[config.mk]
export PLATFORM = sky130hd
export DESIGN_NAME = touch_button_qualifier_servo_lockout
export DESIGN_NICKNAME = d
export VERILOG_FILES = /design/src/rtl/tbq_pkg.sv /design/src/rtl/tbq_press_bank.sv /design/src/rtl/touch_button_qualifier_servo_lockout.sv
export SDC_FILE = /design/constraint.sdc
export NUM_CORES = 1
export LEC_CHECK = 0
export BUFFER_PORTS_ARGS = -buffer_cell sky130_fd_sc_hd__buf_2
export CORE_MARGIN = 5
export CORE_UTILIZATION = 35
export DETAILED_ROUTE_END_ITERATION = 16
export HOLD_SLACK_MARGIN = 0.03
export PLACE_DENSITY_LB_ADDON = 0.12
export REMOVE_ABC_BUFFERS = 1
export SYNTH_ARGS = -nofsm -noshare
export SYNTH_HDL_FRONTEND = slang
export SYNTH_SLANG_ARGS = --single-unit
[constraint.sdc]
create_clock -name clk_i -period 6.8 [get_ports clk_i]
set_input_delay 0.68 -clock clk_i [delete_from_list [all_inputs] [get_ports clk_i]]
set_output_delay 0.68 -clock clk_i [all_outputs]
set_load 0.01 [all_outputs]
[src/rtl/tbq_pkg.sv]
// ----------------------------------------------------------------------------
// Touch button qualifier package
// Shared constants, codes, types and the touch decoder for the qualifier.
// ----------------------------------------------------------------------------
package tbq_pkg;

  // Number of press counters, one per button.
  localparam int unsigned NumButtons = 3;
  // The sensor word carries three buttons at most.
  localparam int unsigned NumDecode  = (NumButtons < 3) ? NumButtons : 3;
  localparam int unsigned ButtonIdxW = (NumButtons > 1) ? $clog2(NumButtons) : 1;

  localparam int unsigned TickW  = 16;
  localparam int unsigned CountW = 8;
  localparam int unsigned CfgW   = 16;

  localparam logic [TickW-1:0]  TickMax  = '1;
  localparam logic [CountW-1:0] CountMax = '1;

  localparam logic [TickW-1:0]  SamplePeriodRst  = TickW'(20);
  localparam logic [CountW-1:0] PressThresholdRst = CountW'(1);
  localparam logic [TickW-1:0]  ServoOffDelayRst = TickW'(1000);

  typedef enum logic [1:0] {
    CfgSamplePeriod   = 2'd0,
    CfgPressThreshold = 2'd1,
    CfgServoOffDelay  = 2'd2
  } cfg_reg_e;

  typedef enum logic [1:0] {
    OpTick     = 2'd0,
    OpSetServo = 2'd1,
    OpRead     = 2'd2
  } opcode_e;

  // Sample request from the top level to the press counter bank.
  typedef struct packed {
    logic       sample;
    logic [1:0] button;
  } press_req_t;

  // Qualification result for the current request.
  typedef struct packed {
    logic       hit;
    logic [1:0] button;
  } press_rsp_t;

  // Turns the touch flag and the one-hot sensor word into a button number,
  // zero when there is no touch or the word is not a valid one-hot code.
  function automatic logic [1:0] decode_touch(input logic flag, input logic [2:0] bits);
    logic [1:0] btn;
    btn = 2'd0;
    if (flag) begin
      for (int unsigned i = 0; i < NumDecode; i++) begin
        if (bits == 3'(1 << i)) begin
          btn = 2'(i + 1);
        end
      end
    end
    return btn;
  endfunction

endpackage

[src/rtl/tbq_press_bank.sv]
// ----------------------------------------------------------------------------
// Press counter bank
// One saturating counter per button; reports when a touched button qualifies.
// ----------------------------------------------------------------------------
module tbq_press_bank import tbq_pkg::*; (
  input  logic              clk_i,
  input  logic              rst_ni,
  input  logic              en_i,
  input  press_req_t        req_i,
  input  logic [CountW-1:0] threshold_i,
  output press_rsp_t        rsp_o
);

  logic [CountW-1:0]     count_q [NumButtons];
  logic [CountW-1:0]     count_d [NumButtons];
  logic [1:0]            btn_m1;
  logic [ButtonIdxW-1:0] idx;
  logic [CountW-1:0]     count_inc;
  logic                  touched;

  assign touched   = (req_i.button != 2'd0);
  assign btn_m1    = req_i.button - 2'd1;
  assign idx       = ButtonIdxW'(btn_m1);
  assign count_inc = (count_q[idx] == CountMax) ? CountMax : count_q[idx] + CountW'(1);

  assign rsp_o.hit    = req_i.sample && touched && (count_inc > threshold_i);
  assign rsp_o.button = req_i.button;

  always_comb begin
    for (int unsigned i = 0; i < NumButtons; i++) begin
      count_d[i] = count_q[i];
      if (req_i.sample) begin
        if (touched) begin
          if (ButtonIdxW'(i) == idx) begin
            count_d[i] = rsp_o.hit ? '0 : count_inc;
          end
        end else if (count_q[i] != '0) begin
          count_d[i] = count_q[i] - CountW'(1);
        end
      end
    end
  end

  always_ff @(posedge clk_i or negedge rst_ni) begin
    if (!rst_ni) begin
      for (int unsigned i = 0; i < NumButtons; i++) begin
        count_q[i] <= '0;
      end
    end else if (en_i) begin
      for (int unsigned i = 0; i < NumButtons; i++) begin
        count_q[i] <= count_d[i];
      end
    end
  end

endmodule

[src/rtl/touch_button_qualifier_servo_lockout.sv]
// ----------------------------------------------------------------------------
// Touch button qualifier with servo lockout
// Qualifies three touch buttons by sampling and counting, with a servo lockout.
// ----------------------------------------------------------------------------
// Each input beat is one event: a tick, a new servo moving mask, or a read of
// the latched button. A beat is first captured in an input register;
// it is then evaluated against the block state and its result is
// written into the output register. One beat can be taken every
// cycle while the output is not stalled. The limit is the single pass
// through the state update logic, which must finish before the next
// beat can see the updated counters. A new beat is taken while a finished
// result still waits; the input stalls only when both the input and
// output registers are full and the output is stalled. Ticks advance two
// saturating 16-bit counters; once the sample counter exceeds the sample
// period a sample is taken. Without servo flags, a one-hot touch bumps that
// button's press counter and latches the button when the count exceeds the
// threshold; with flags set, touches are ignored and the first flagged servo
// is watched until it has been still for longer than the off delay.
// Configuration registers may only be written while the block is idle.
module touch_button_qualifier_servo_lockout import tbq_pkg::*; (
  input  logic            clk_i,
  input  logic            rst_ni,
  // Configuration write port
  input  logic            cfg_we_i,
  input  logic [1:0]      cfg_idx_i,
  input  logic [CfgW-1:0] cfg_wdata_i,
  // Input channel
  input  logic            in_valid_i,
  output logic            in_stall_o,
  input  logic [1:0]      opcode_i,
  input  logic [1:0]      servo_mask_i,
  input  logic            touch_flag_i,
  input  logic [2:0]      sensor_bits_i,
  input  logic            servo_one_moving_i,
  input  logic            servo_two_moving_i,
  // Output channel
  output logic            out_valid_o,
  input  logic            out_stall_i,
  output logic [1:0]      button_out_o,
  output logic [1:0]      servo_flags_out_o,
  output logic            sample_taken_o
);

  typedef struct packed {
    logic [1:0] opcode;
    logic [1:0] servo_mask;
    logic       touch_flag;
    logic [2:0] sensor_bits;
    logic       servo_one_moving;
    logic       servo_two_moving;
  } in_beat_t;

  // Configuration registers.
  logic [TickW-1:0]  sample_period_q;
  logic [CountW-1:0] press_threshold_q;
  logic [TickW-1:0]  servo_off_delay_q;

  // Input register.
  logic     in_valid_q;
  in_beat_t in_beat_q;
  logic     in_accept;
  logic     advance;

  // Block state.
  logic [TickW-1:0] ticks_sample_q, ticks_sample_d;
  logic [TickW-1:0] ticks_servo_q, ticks_servo_d;
  logic [1:0]       latched_q, latched_d;
  logic [1:0]       servo_flags_q, servo_flags_d;

  // Output register.
  logic       out_valid_q;
  logic [1:0] button_q, button_d;
  logic       sample_q, sample_d;

  // Evaluation signals.
  logic [TickW-1:0] ticks_sample_inc;
  logic [TickW-1:0] ticks_servo_inc;
  logic             do_sample;
  logic             moving;
  press_req_t       press_req;
  press_rsp_t       press_rsp;

  // --------------------------------------------------------------------------
  // Configuration
  // --------------------------------------------------------------------------
  always_ff @(posedge clk_i or negedge rst_ni) begin
    if (!rst_ni) begin
      sample_period_q   <= SamplePeriodRst;
      press_threshold_q <= PressThresholdRst;
      servo_off_delay_q <= ServoOffDelayRst;
    end else if (cfg_we_i) begin
      case (cfg_reg_e'(cfg_idx_i))
        CfgSamplePeriod:   sample_period_q   <= cfg_wdata_i;
        CfgPressThreshold: press_threshold_q <= cfg_wdata_i[CountW-1:0];
        CfgServoOffDelay:  servo_off_delay_q <= cfg_wdata_i;
        default: ;
      endcase
    end
  end

  // --------------------------------------------------------------------------
  // Handshake: the evaluation stage moves whenever the output register is
  // empty or being drained this cycle.
  // --------------------------------------------------------------------------
  assign advance    = !out_valid_q || !out_stall_i;
  assign in_stall_o = in_valid_q && !advance;
  assign in_accept  = in_valid_i && !in_stall_o;

  always_ff @(posedge clk_i or negedge rst_ni) begin
    if (!rst_ni) begin
      in_valid_q <= 1'b0;
    end else if (in_accept) begin
      in_valid_q <= 1'b1;
    end else if (advance) begin
      in_valid_q <= 1'b0;
    end
  end

  always_ff @(posedge clk_i) begin
    if (in_accept) begin
      in_beat_q <= '{opcode:           opcode_i,
                     servo_mask:       servo_mask_i,
                     touch_flag:       touch_flag_i,
                     sensor_bits:      sensor_bits_i,
                     servo_one_moving: servo_one_moving_i,
                     servo_two_moving: servo_two_moving_i};
    end
  end

  // --------------------------------------------------------------------------
  // Evaluation of the registered beat
  // --------------------------------------------------------------------------
  assign ticks_sample_inc = (ticks_sample_q == TickMax) ? TickMax
                                                        : ticks_sample_q + TickW'(1);
  assign ticks_servo_inc  = (ticks_servo_q == TickMax) ? TickMax
                                                       : ticks_servo_q + TickW'(1);

  // The lockout watches servo one if its flag is set, otherwise servo two.
  assign moving = servo_flags_q[0] ? in_beat_q.servo_one_moving
                                   : in_beat_q.servo_two_moving;

  assign do_sample = (opcode_e'(in_beat_q.opcode) == OpTick)
                     && (ticks_sample_inc > sample_period_q);

  // Touches are only decoded while no servo is flagged.
  assign press_req.sample = do_sample;
  assign press_req.button = (servo_flags_q == 2'd0)
                            ? decode_touch(in_beat_q.touch_flag, in_beat_q.sensor_bits)
                            : 2'd0;

  tbq_press_bank u_press_bank (
    .clk_i       (clk_i),
    .rst_ni      (rst_ni),
    .en_i        (in_valid_q && advance),
    .req_i       (press_req),
    .threshold_i (press_threshold_q),
    .rsp_o       (press_rsp)
  );

  always_comb begin
    ticks_sample_d = ticks_sample_q;
    ticks_servo_d  = ticks_servo_q;
    latched_d      = latched_q;
    servo_flags_d  = servo_flags_q;
    button_d       = 2'd0;
    sample_d       = 1'b0;
    unique case (opcode_e'(in_beat_q.opcode))
      OpTick: begin
        ticks_sample_d = ticks_sample_inc;
        ticks_servo_d  = ticks_servo_inc;
        if (do_sample) begin
          ticks_sample_d = '0;
          sample_d       = 1'b1;
          if (servo_flags_q != 2'd0) begin
            if (moving) begin
              ticks_servo_d = '0;
            end else if (ticks_servo_inc > servo_off_delay_q) begin
              servo_flags_d = 2'd0;
            end
          end
          if (press_rsp.hit) begin
            latched_d = press_rsp.button;
          end
          button_d = press_rsp.hit ? press_rsp.button : latched_q;
        end
      end
      OpSetServo: begin
        servo_flags_d = in_beat_q.servo_mask;
      end
      OpRead: begin
        button_d  = latched_q;
        latched_d = 2'd0;
      end
      default: ;
    endcase
  end

  always_ff @(posedge clk_i or negedge rst_ni) begin
    if (!rst_ni) begin
      ticks_sample_q <= '0;
      ticks_servo_q  <= '0;
      latched_q      <= 2'd0;
      servo_flags_q  <= 2'd0;
    end else if (in_valid_q && advance) begin
      ticks_sample_q <= ticks_sample_d;
      ticks_servo_q  <= ticks_servo_d;
      latched_q      <= latched_d;
      servo_flags_q  <= servo_flags_d;
    end
  end

  // --------------------------------------------------------------------------
  // Output register
  // --------------------------------------------------------------------------
  always_ff @(posedge clk_i or negedge rst_ni) begin
    if (!rst_ni) begin
      out_valid_q <= 1'b0;
    end else if (advance) begin
      out_valid_q <= in_valid_q;
    end
  end

  always_ff @(posedge clk_i) begin
    if (in_valid_q && advance) begin
      button_q <= button_d;
      sample_q <= sample_d;
    end
  end

  // The flags register is only written by an evaluated beat, so it already
  // holds the value after the beat in the output register.
  logic [1:0] flags_out_q;

  always_ff @(posedge clk_i) begin
    if (in_valid_q && advance) begin
      flags_out_q <= servo_flags_d;
    end
  end

  assign out_valid_o       = out_valid_q;
  assign button_out_o      = button_q;
  assign servo_flags_out_o = flags_out_q;
  assign sample_taken_o    = sample_q;

endmodule

==> key figures, run 1 <==
Clocking
  – CTS root buffer: sky130_fd_sc_hd__clkbuf_16
  – CTS Buf Count: 17
  – Clk Latency, worst-skew pair: 0.41 ns
  – Number of buffers inserted for hold repair after clock tree synthesis: 0
  – Post-CTS resize count: 0
  – H-tree depth: 4
  – Number of clock sinks seen by CTS: roughly 120
  – Number of buffers on the longest clock path: 2
  – Worst-path clk slew: 0.06 ns
  – CTS tree: done
  – Number of post-CTS setup repair buffers: 0

Worst setup path
  – Worst path arrival time: 5.84 ns
  – Startpoint of the worst-slack reg-to-reg timing path: servo_flags_q[0]$_DFFE_PN0P_
  – Cell depth of the worst flop-to-flop path: 19
  – Kind of start point of the critical path: register
  – Endpoint class of the critical path: register
  – Crit path required time: 7.12 ns
  – Worst R2R End: u_press_bank.count_q[0]$_DFFE_PN0P_
  – Type of the setup path with the least slack: register to register
  – Critical path peak fanout: 16
  – R2r setup slk: approximately 1.3 ns

Timing
  – Number of max-slew violations in the final report: 0
  – Unrepaired setup endpoints after global routing: false
  – Final setup viols: 0
  – Worst-Margin Slew: 1.11 ns
  – Max Clock Skew: 0.0115 ns
  – Number of failing hold endpoints at the final stage: 0
  – Peak clock frequency supported by timing: 181 MHz
  – Final setup TNS: 0 ns
  – Headroom to the max-slew limit: approximately a quarter
  – Minimum period implied by the final worst setup slack: 5.51 ns
  – Share of the clock period used by the worst path: between 80% and 90%

GRT
  – Wire length of the first global-routing pass: 31.6 mm
  – Global route overflow: 0
  – Maximum number of pins on one net before global-route repair: 55
  – Antenna violations before repair: 0
  – Number of global-route vias before repair: between 6000 and 7000
  – Total Routing Usage GR: between 10% and 20%

Hold path
  – Hold/Removal Path Class: input pin to asynchronous set/reset pin

Floorplan
  – Vertical extent of the die: 156 um
  – Placement row count: 53
  – Die X: approximately 160 um
  – Initial core utilization: 35.4%
  – Number of I/O pins: 40
  – Total die area: 24200 um^2
  – Core box area: about 21000 um^2

Yosys
  – Syn Std Cell Area: 7410 um^2
  – Synthesized-area fraction occupied by xor and xnor cells: 2.80%
  – Share of flip-flops with an asynchronous set or reset after synthesis: 87.2%
  – Dominant register cell in the synthesized netlist: sky130_fd_sc_hd__dfrtp_1
  – Synth Register Bits: approximately 120
  – Adder and majority gate portion of the synthesized area: 8.78%
  – Post-synth cell types: a little over 70
  – Instance count of the mapped netlist: ~810
  – Number of synthesized flops with an enable pin: 15
  – Average instance area after synthesis: 9.19 um^2
  – Cell types occupying the most area after synthesis: sky130_fd_sc_hd__dfrtp_1 31%, sky130_fd_sc_hd__ha_1 8.8%, sky130_fd_sc_hd__edfxtp_1 6.1%
  – Library cell with the largest summed area after synthesis: sky130_fd_sc_hd__dfrtp_1
  – Combinational family with the most area after synthesis: compound AO/OA/AOI/OAI gates
  – Simple-gate area share of the yosys netlist: 17.9%
  – Yosys warning count: 0
  – Sequential share of the synthesized area: 40.7%
  – Proportion of synthesized area in mux cells: 4.68%
  – Compound-Gate Fraction of Synth Area: between 10% and 20%
  – Synth top area share: 31.4%

Run
  – Max-cap violations: 0

Final layout
  – Area growth syn-to-layout: 14.0%
  – Antenna diode instance count: 0
  – Post-Layout Cell Count: roughly 1100
  – Final net count: 914
  – Layout cells sized above 1: 15.6%

Place
  – Weighted congestion at the end of routability-driven global placement: 0.861
  – Port Buf Inserts: 39
  – Cell Count Post-Placement: 1085
  – Estimated wirelength of the detail-placed design: 14.1 mm

Drt
  – Iteration-0 DRC Markers: 413
  – Post-detailed-route count of antenna-violating nets: 0
  – Routed length per placed instance: between 15 and 20 um
  – Residual DRC: 0
  – Vias after detailed routing: 6144
  – Post-detailed-route via-to-cell ratio: 5.50
  – Number of search-and-repair iterations in the first detailed-routing pass: 4
  – Final wirelength: 19.4 mm

Power and ir drop
  – Power Dens Cells: 265 nW/um^2
  – Worst ir drop on vdd: approximately 0.15 mV
  – Leakage power of the design: 0.00377 uW

Status
  – Status: finished clean
## flip-flops by register name, summed over array words and instances (netlist names)
register              count
u_press_bank.count_q     24
sample_period_q          16
servo_off_delay_q        16
ticks_sample_q           16
ticks_servo_q            16
in_beat_q                10
press_threshold_q         8
button_out_o              2
latched_q                 2
servo_flags_out_o         2
servo_flags_q             2
in_valid_q                1
out_valid_o               1
sample_taken_o            1
## cells in the mapped netlist, drive strengths merged, types with 9 or more instances
library cell	n
a21o	9
a21oi	67
a31oi	15
and2	9
and3	12
clkbuf	35
dfrtp	93
dfstp	9
edfxtp	15
ha	52
inv	62
mux2	29
nand2	94
nand2b	9
nand3	32
nand4	16
nor2	26
nor2b	9
nor3	19
o21ai	43
o22a	10
or3	12
xnor2	12
xor2	10
## cell families after synthesis
kind of cell,after synthesis
compound gates,221
xor+xnor,22
fa+ha+maj,52
buf+inv,103
flops,117
mux,31
simple gates,260
## routing by layer
layer,part of all wire [%],track usage [%],vias to the layer above
met5,0,0,-
met4,2.1,5.75,0
met3,4.5,3.31,26
met2,46,25.5,136
met1,47,22.5,2998
li1,-,-,2984
## where the power goes
| part | switching [uW] | internal (uW) | total, uW |
|---|---|---|---|
| clock network | 328 | 615 | 943 |
| registers | 67.4 | 797 | 864 |
| logic | 246 | 183 | 429 |
## critical path, cell delays in order (launching register included)
cell	delay, ns
sky130_fd_sc_hd__dfrtp_1	0.45
sky130_fd_sc_hd__or4b_4	0.60
sky130_fd_sc_hd__nor2_4	0.22
sky130_fd_sc_hd__ha_1	0.33
sky130_fd_sc_hd__inv_1	0.37
sky130_fd_sc_hd__a31oi_1	0.08
sky130_fd_sc_hd__a31oi_1	0.47
sky130_fd_sc_hd__ha_1	0.36
sky130_fd_sc_hd__nand3b_1	0.18
sky130_fd_sc_hd__or3_1	0.48
sky130_fd_sc_hd__nand2b_1	0.16
sky130_fd_sc_hd__ha_1	0.26
sky130_fd_sc_hd__nor2b_1	0.13
sky130_fd_sc_hd__o211ai_1	0.15
sky130_fd_sc_hd__a21oi_1	0.09
sky130_fd_sc_hd__o21bai_1	0.21
sky130_fd_sc_hd__o21a_1	0.27
sky130_fd_sc_hd__a21boi_2	0.37
sky130_fd_sc_hd__a21oi_1	0.07
sky130_fd_sc_hd__o21ai_1	0.16
## through the flow
| step | worst slack, ns | power (uW) | cell area (um^2) | hold WS [ns] | utilization [%] |
|---|---|---|---|---|---|
| floorplan | 1.99 | 1160 | 7230 | 0.384 | - |
| global placement | 1.46 | 1280 | 7830 | 0.477 | 37.4 |
| detailed placement | 1.37 | 1310 | 7830 | 0.494 | 37.4 |
| CTS | 1.33 | 2260 | 8450 | 0.331 | 40.3 |
| global route | 0.765 | 2350 | 8450 | 0.357 | 40.3 |
| finish | 1.29 | 2240 | 8450 | 0.310 | 40.3 |
## layout make-up
class	instances	area [um^2]
fillers	2085	12500
multi-input cells	586	4000
flip-flops and latches	117	3010
clock buffers	24	492
well taps	275	344
repair buffers	45	243
inverters	62	233
clock inverters	8	123
## how the worst max path moves through the flow
stage | from | to | slack [ns]
floorplan | in_beat_q[3]$_DFFE_PP_ | button_out_o[0]$_DFFE_PP_ | 1.99
global placement | in_beat_q[3]$_DFFE_PP_ | u_press_bank.count_q[18]$_DFFE_PN0P_ | 1.46
detailed placement | servo_flags_q[0]$_DFFE_PN0P_ | u_press_bank.count_q[8]$_DFFE_PN0P_ | 1.37
CTS | servo_flags_q[0]$_DFFE_PN0P_ | u_press_bank.count_q[0]$_DFFE_PN0P_ | 1.33
global route | servo_flags_q[0]$_DFFE_PN0P_ | u_press_bank.count_q[21]$_DFFE_PN0P_ | 0.77
finish | servo_flags_q[0]$_DFFE_PN0P_ | u_press_bank.count_q[0]$_DFFE_PN0P_ | 1.29
## layout by cell type (no fill, tap or decap), types with 7 or more instances in the layout
master	netlist	final
sky130_fd_sc_hd__a21o_1	9	9
sky130_fd_sc_hd__a21oi_1	66	66
sky130_fd_sc_hd__a22o_1	8	8
sky130_fd_sc_hd__a31oi_1	15	15
sky130_fd_sc_hd__and2_1	9	9
sky130_fd_sc_hd__and3_1	12	12
sky130_fd_sc_hd__buf_2	4	38
sky130_fd_sc_hd__buf_4	0	7
sky130_fd_sc_hd__clkbuf_16	0	17
sky130_fd_sc_hd__dfrtp_1	93	93
sky130_fd_sc_hd__dfstp_2	9	9
sky130_fd_sc_hd__edfxtp_1	15	15
sky130_fd_sc_hd__ha_1	52	52
sky130_fd_sc_hd__inv_1	62	62
sky130_fd_sc_hd__mux2_2	29	29
sky130_fd_sc_hd__nand2_1	93	93
sky130_fd_sc_hd__nand2b_1	9	9
sky130_fd_sc_hd__nand3_1	31	31
sky130_fd_sc_hd__nand4_1	16	16
sky130_fd_sc_hd__nor2_1	25	25
sky130_fd_sc_hd__nor2b_1	9	9
sky130_fd_sc_hd__nor3_1	18	17
sky130_fd_sc_hd__o211ai_1	8	8
sky130_fd_sc_hd__o21ai_0	39	39
sky130_fd_sc_hd__o221ai_1	8	8
sky130_fd_sc_hd__o22a_1	10	10
sky130_fd_sc_hd__o31ai_1	8	8
sky130_fd_sc_hd__or3_1	12	12
sky130_fd_sc_hd__xnor2_1	11	11
sky130_fd_sc_hd__xor2_1	9	9
Power figures use the tool's default switching activity.
==> inputs of run 2 (changes only) <==
--- a/config.mk
+++ b/config.mk
@@ -5,6 +5,7 @@
 export SDC_FILE = /design/constraint.sdc
 export NUM_CORES = 1
 export LEC_CHECK = 0
+export ABC_AREA = 1
 export BUFFER_PORTS_ARGS = -buffer_cell sky130_fd_sc_hd__buf_2
 export CORE_MARGIN = 5
 export CORE_UTILIZATION = 35
==> constraint.sdc (replaced) <==
create_clock -name clk_i -period 4.8 [get_ports clk_i]
set_input_delay 0.48 -clock clk_i [delete_from_list [all_inputs] [get_ports clk_i]]
set_output_delay 0.48 -clock clk_i [all_outputs]
set_load 0.01 [all_outputs]
==> key figures, run 2 <==
Worst setup path
  – Number of cells on the critical path: 28 (was 19)
  – Critical Path Most Common Cell: sky130_fd_sc_hd__nand2_1 (was sky130_fd_sc_hd__ha_1)
  – Library cell contributing the largest single delay on the critical path: sky130_fd_sc_hd__dfrtp_1 (was sky130_fd_sc_hd__or4b_4)
  – Cell depth of the worst flop-to-flop path: 28 (was 19)
  – Crit path required time: 5.11 ns (was 7.12 ns)
  – Maximum cell stage delay along the critical path: 0.41 ns (was 0.60 ns)
  – Endpoint class of the critical path: register (unchanged)
  – Kind of start point of the critical path: register (unchanged)
  – Critical path peak fanout: 9 (was 16)
  – Number of buffers and inverters on the critical path: 7 (was 1)
  – Kind of cell with the highest combined delay on the critical path: simple AND/OR/NAND/NOR gates (was compound AO/OA/AOI/OAI gates)
  – Worst path arrival time: 4.67 ns (was 5.84 ns)
  – Type of the setup path with the least slack: register to register (unchanged)

Yosys
  – Post-synth cell types: 43 (was 72)
  – Synth top area share: 30.9% (was 31.4%)
  – Compound-Gate Fraction of Synth Area: 14.9% (was 19.7%)
  – Dominant register cell in the synthesized netlist: sky130_fd_sc_hd__dfrtp_1 (unchanged)
  – Cell types occupying the most area after synthesis: sky130_fd_sc_hd__dfrtp_1 31%, sky130_fd_sc_hd__nand2_1 10%, sky130_fd_sc_hd__inv_1 8.8% (was sky130_fd_sc_hd__dfrtp_1 31%, sky130_fd_sc_hd__ha_1 8.8%, sky130_fd_sc_hd__edfxtp_1 6.1%)
  – Instance count of the mapped netlist: 999 (was 806)
  – Simple-gate area share of the yosys netlist: 24.1% (was 17.9%)
  – Average instance area after synthesis: 7.55 um^2 (was 9.19 um^2)
  – Proportion of synthesized area in mux cells: 0% (was 4.68%)
  – Synth Register Bits: 117 (unchanged)
  – Sequential share of the synthesized area: 40.0% (was 40.7%)
  – Adder and majority gate portion of the synthesized area: 8.63% (was 8.78%)
  – Yosys warning count: 0 (unchanged)
  – Syn Std Cell Area: 7540 um^2 (was 7410 um^2)
  – Library cell with the largest summed area after synthesis: sky130_fd_sc_hd__dfrtp_1 (unchanged)
  – Share of flip-flops with an asynchronous set or reset after synthesis: 87.2% (unchanged)
  – Most common cell in the synthesized netlist: sky130_fd_sc_hd__nand2_1
  – Ranking of synthesized cells by instance count: 208 x sky130_fd_sc_hd__nand2_1, 177 x sky130_fd_sc_hd__inv_1, 96 x sky130_fd_sc_hd__nor2_1 (was 93 x sky130_fd_sc_hd__dfrtp_1, 93 x sky130_fd_sc_hd__nand2_1, 66 x sky130_fd_sc_hd__a21oi_1)
  – Number of synthesized flops with an enable pin: 15 (unchanged)
  – Combinational family with the most area after synthesis: simple AND/OR/NAND/NOR gates (was compound AO/OA/AOI/OAI gates)
  – Synthesized-area fraction occupied by xor and xnor cells: 1.74% (was 2.80%)

Drt
  – Residual DRC: 0 (unchanged)
  – Final wirelength: 18.6 mm (was 19.4 mm)
  – Routed length per placed instance: 13.9 um (was 17.4 um)
  – Post-detailed-route via-to-cell ratio: 4.77 (was 5.50)
  – Post-detailed-route count of antenna-violating nets: 0 (unchanged)
  – Iteration-0 DRC Markers: 346 (was 413)
  – Number of search-and-repair iterations in the first detailed-routing pass: 7 (was 4)
  – Vias after detailed routing: 6381 (was 6144)

Timing
  – Worst-Margin Slew: 1.00 ns (was 1.11 ns)
  – Max Clock Skew: 0.0127 ns (was 0.0115 ns)
  – Share of the clock period used by the worst path: 91.0% (was 81.1%)
  – Unrepaired setup endpoints after global routing: false (unchanged)
  – Final setup TNS: 0 ns (unchanged)
  – Hold_ws: 0.229 ns (was 0.310 ns)
  – Number of failing hold endpoints at the final stage: 0 (unchanged)
  – Number of max-slew violations in the final report: 0 (unchanged)
  – Headroom to the max-slew limit: 32.9% (was 25.2%)
  – Minimum period implied by the final worst setup slack: 4.37 ns (was 5.51 ns)
  – Peak clock frequency supported by timing: 229 MHz (was 181 MHz)
  – Final setup viols: 0 (unchanged)

Final layout
  – Post-Layout Cell Count: 1337 (was 1117)
  – Most common library cell in the layout ignoring fill and taps: sky130_fd_sc_hd__nand2_1
  – Layout cells sized above 1: 12.8% (was 15.6%)
  – Antenna diode instance count: 0 (unchanged)
  – Largest register by flop count: u_press_bank.count_q (unchanged)
  – Final net count: 1134 (was 914)
  – Flip-flop count of the largest register, all copies and words added: 24 (unchanged)
  – Area growth syn-to-layout: 15.0% (was 14.0%)
  – Most frequent cells in the layout: 207 x sky130_fd_sc_hd__nand2_1, 176 x sky130_fd_sc_hd__inv_1, 93 x sky130_fd_sc_hd__nor2_1, 93 x sky130_fd_sc_hd__dfrtp_1, 89 x sky130_fd_sc_hd__o21ai_0 (was 93 x sky130_fd_sc_hd__nand2_1, 93 x sky130_fd_sc_hd__dfrtp_1, 66 x sky130_fd_sc_hd__a21oi_1)

Power and ir drop
  – Worst ir drop on vdd: 0.203 mV (was 0.152 mV)
  – Net load switching power: 1130 uW (was 641 uW)
  – Part of the total power dissipated in the clock network: 37.6% (was 42.2%)
  – Net switching fraction of the power: 34.1% (was 28.7%)
  – Leakage power of the design: 0.00438 uW (was 0.00377 uW)
  – Power Dens Cells: 381 nW/um^2 (was 265 nW/um^2)
  – Sequential Power Share: 36.2% (was 38.6%)
  – Internal power: 2180 uW (was 1590 uW)
  – Share of power burned in combinational logic: 26.2% (was 19.2%)

Place
  – Weighted congestion at the end of routability-driven global placement: 0.885 (was 0.861)
  – Cell Count Post-Placement: 1301 (was 1085)
  – Estimated wirelength of the detail-placed design: 14.2 mm (was 14.1 mm)
  – Port Buf Inserts: 39 (unchanged)

Floorplan
  – Initial core utilization: 35.7% (was 35.4%)
  – Total die area: 24600 um^2 (was 24200 um^2)
  – Core box area: 21100 um^2 (was 21000 um^2)
  – Die X: 157 um (was 156 um)
  – Vertical extent of the die: 157 um (was 156 um)
  – Placement row count: 53 (unchanged)
  – Number of I/O pins: 40 (unchanged)

Clocking
  – Worst-path clk slew: 0.06 ns (about the same)
  – Number of clock sinks seen by CTS: 117 (unchanged)
  – Number of buffers on the longest clock path: 2 (unchanged)
  – H-tree depth: 4 (unchanged)
  – CTS root buffer: sky130_fd_sc_hd__clkbuf_16 (unchanged)
  – CTS tree: done (unchanged)
  – CTS Buf Count: 17 (unchanged)
  – Clk Latency, worst-skew pair: 0.43 ns (was 0.41 ns)

Hold path
  – Hold/Removal Path Class: input pin to register (was input pin to asynchronous set/reset pin)
  – WHS Path Cells: 1

Status
  – Status: finished clean (unchanged)

GRT
  – Maximum number of pins on one net before global-route repair: 43 (was 55)
  – Wire length of the first global-routing pass: 31.4 mm (was 31.6 mm)
  – Global route overflow: 0 (unchanged)
  – Antenna violations before repair: 0 (unchanged)
  – Total Routing Usage GR: 16.1% (was 16.3%)
  – Number of global-route vias before repair: 6222 (was 6017)

Run
  – Max-cap violations: 0 (unchanged)
## run 2: area by class of cell
type	count	area, um^2
Tap cell	275	344
Clock inverter	15	150
Sequential cell	117	3010
Timing Repair Buffer	51	290
Inverter	183	696
Clock buffer	17	425
Fill cell	2225	12400
Multi-Input combinational cell	679	3750
## run 2: power by group through the flow
stage                     clock (uW)  sequential, uW  combinational (uW)
after floorplan                    0            1200                 635
after global routing            1330            1210                1020
after detailed placement           0            1210                 863
after CTS                       1270            1200                 868
after global placement             0            1210                 862
final                           1240            1200                 867
## run 2: final timing paths
kind | from | endpoint | slack (ns)
hold reg to reg | in_valid_q$_DFFE_PN0P_ | out_valid_o$_DFFE_PN0N_ | 0.46
min in group asynchronous | rst_ni | servo_off_delay_q[14]$_DFFE_PN0P_ | 0.52
hold / removal | servo_one_moving_i | in_beat_q[1]$_DFFE_PP_ | 0.23
max in group asynchronous | rst_ni | sample_period_q[7]$_DFFE_PN0P_ | 3.37
setup / recovery | servo_flags_q[0]$_DFFE_PN0P_ | u_press_bank.count_q[23]$_DFFE_PN0P_ | 0.43
setup reg to reg | servo_flags_q[0]$_DFFE_PN0P_ | u_press_bank.count_q[23]$_DFFE_PN0P_ | 0.43
## run 2: metal layers
layer  share of wire (%)  GRT usage [%]
met1                  49           22.3
met4                 1.2           4.79
met2                  46           25.2
met3                 3.5           3.76
met5                   0              0
## run 2: kinds of logic (layout without fill, tap and decap cells)
kind of cell    Yosys count  in the layout
flops                   117            117
xor+xnor                 15             15
fa+ha+maj                52             52
compound gates          197            197
simple gates            415            415
buf+inv                 203            266
## run 2: stage by stage
stage | utilization, % | worst slack (ns) | area, um^2 | total power [uW]
2_1_floorplan | - | 0.832 | 7430 | 1830
3_3_place_gp | 38.1 | 0.396 | 8040 | 2070
3_5_place_dp | 38.1 | 0.240 | 8040 | 2080
4_1_cts | 40.9 | 0.200 | 8620 | 3340
5_1_grt | 41.1 | 0.0171 | 8670 | 3560
6_report | 41.1 | 0.431 | 8670 | 3300
## run 2: timing repair
action,4_1_cts,5_1_grt
hold endpoints to repair,25,0
resized for setup,0,7
buffers inserted,0,3
hold buffers,1,0
setup endpoints to repair,0,27
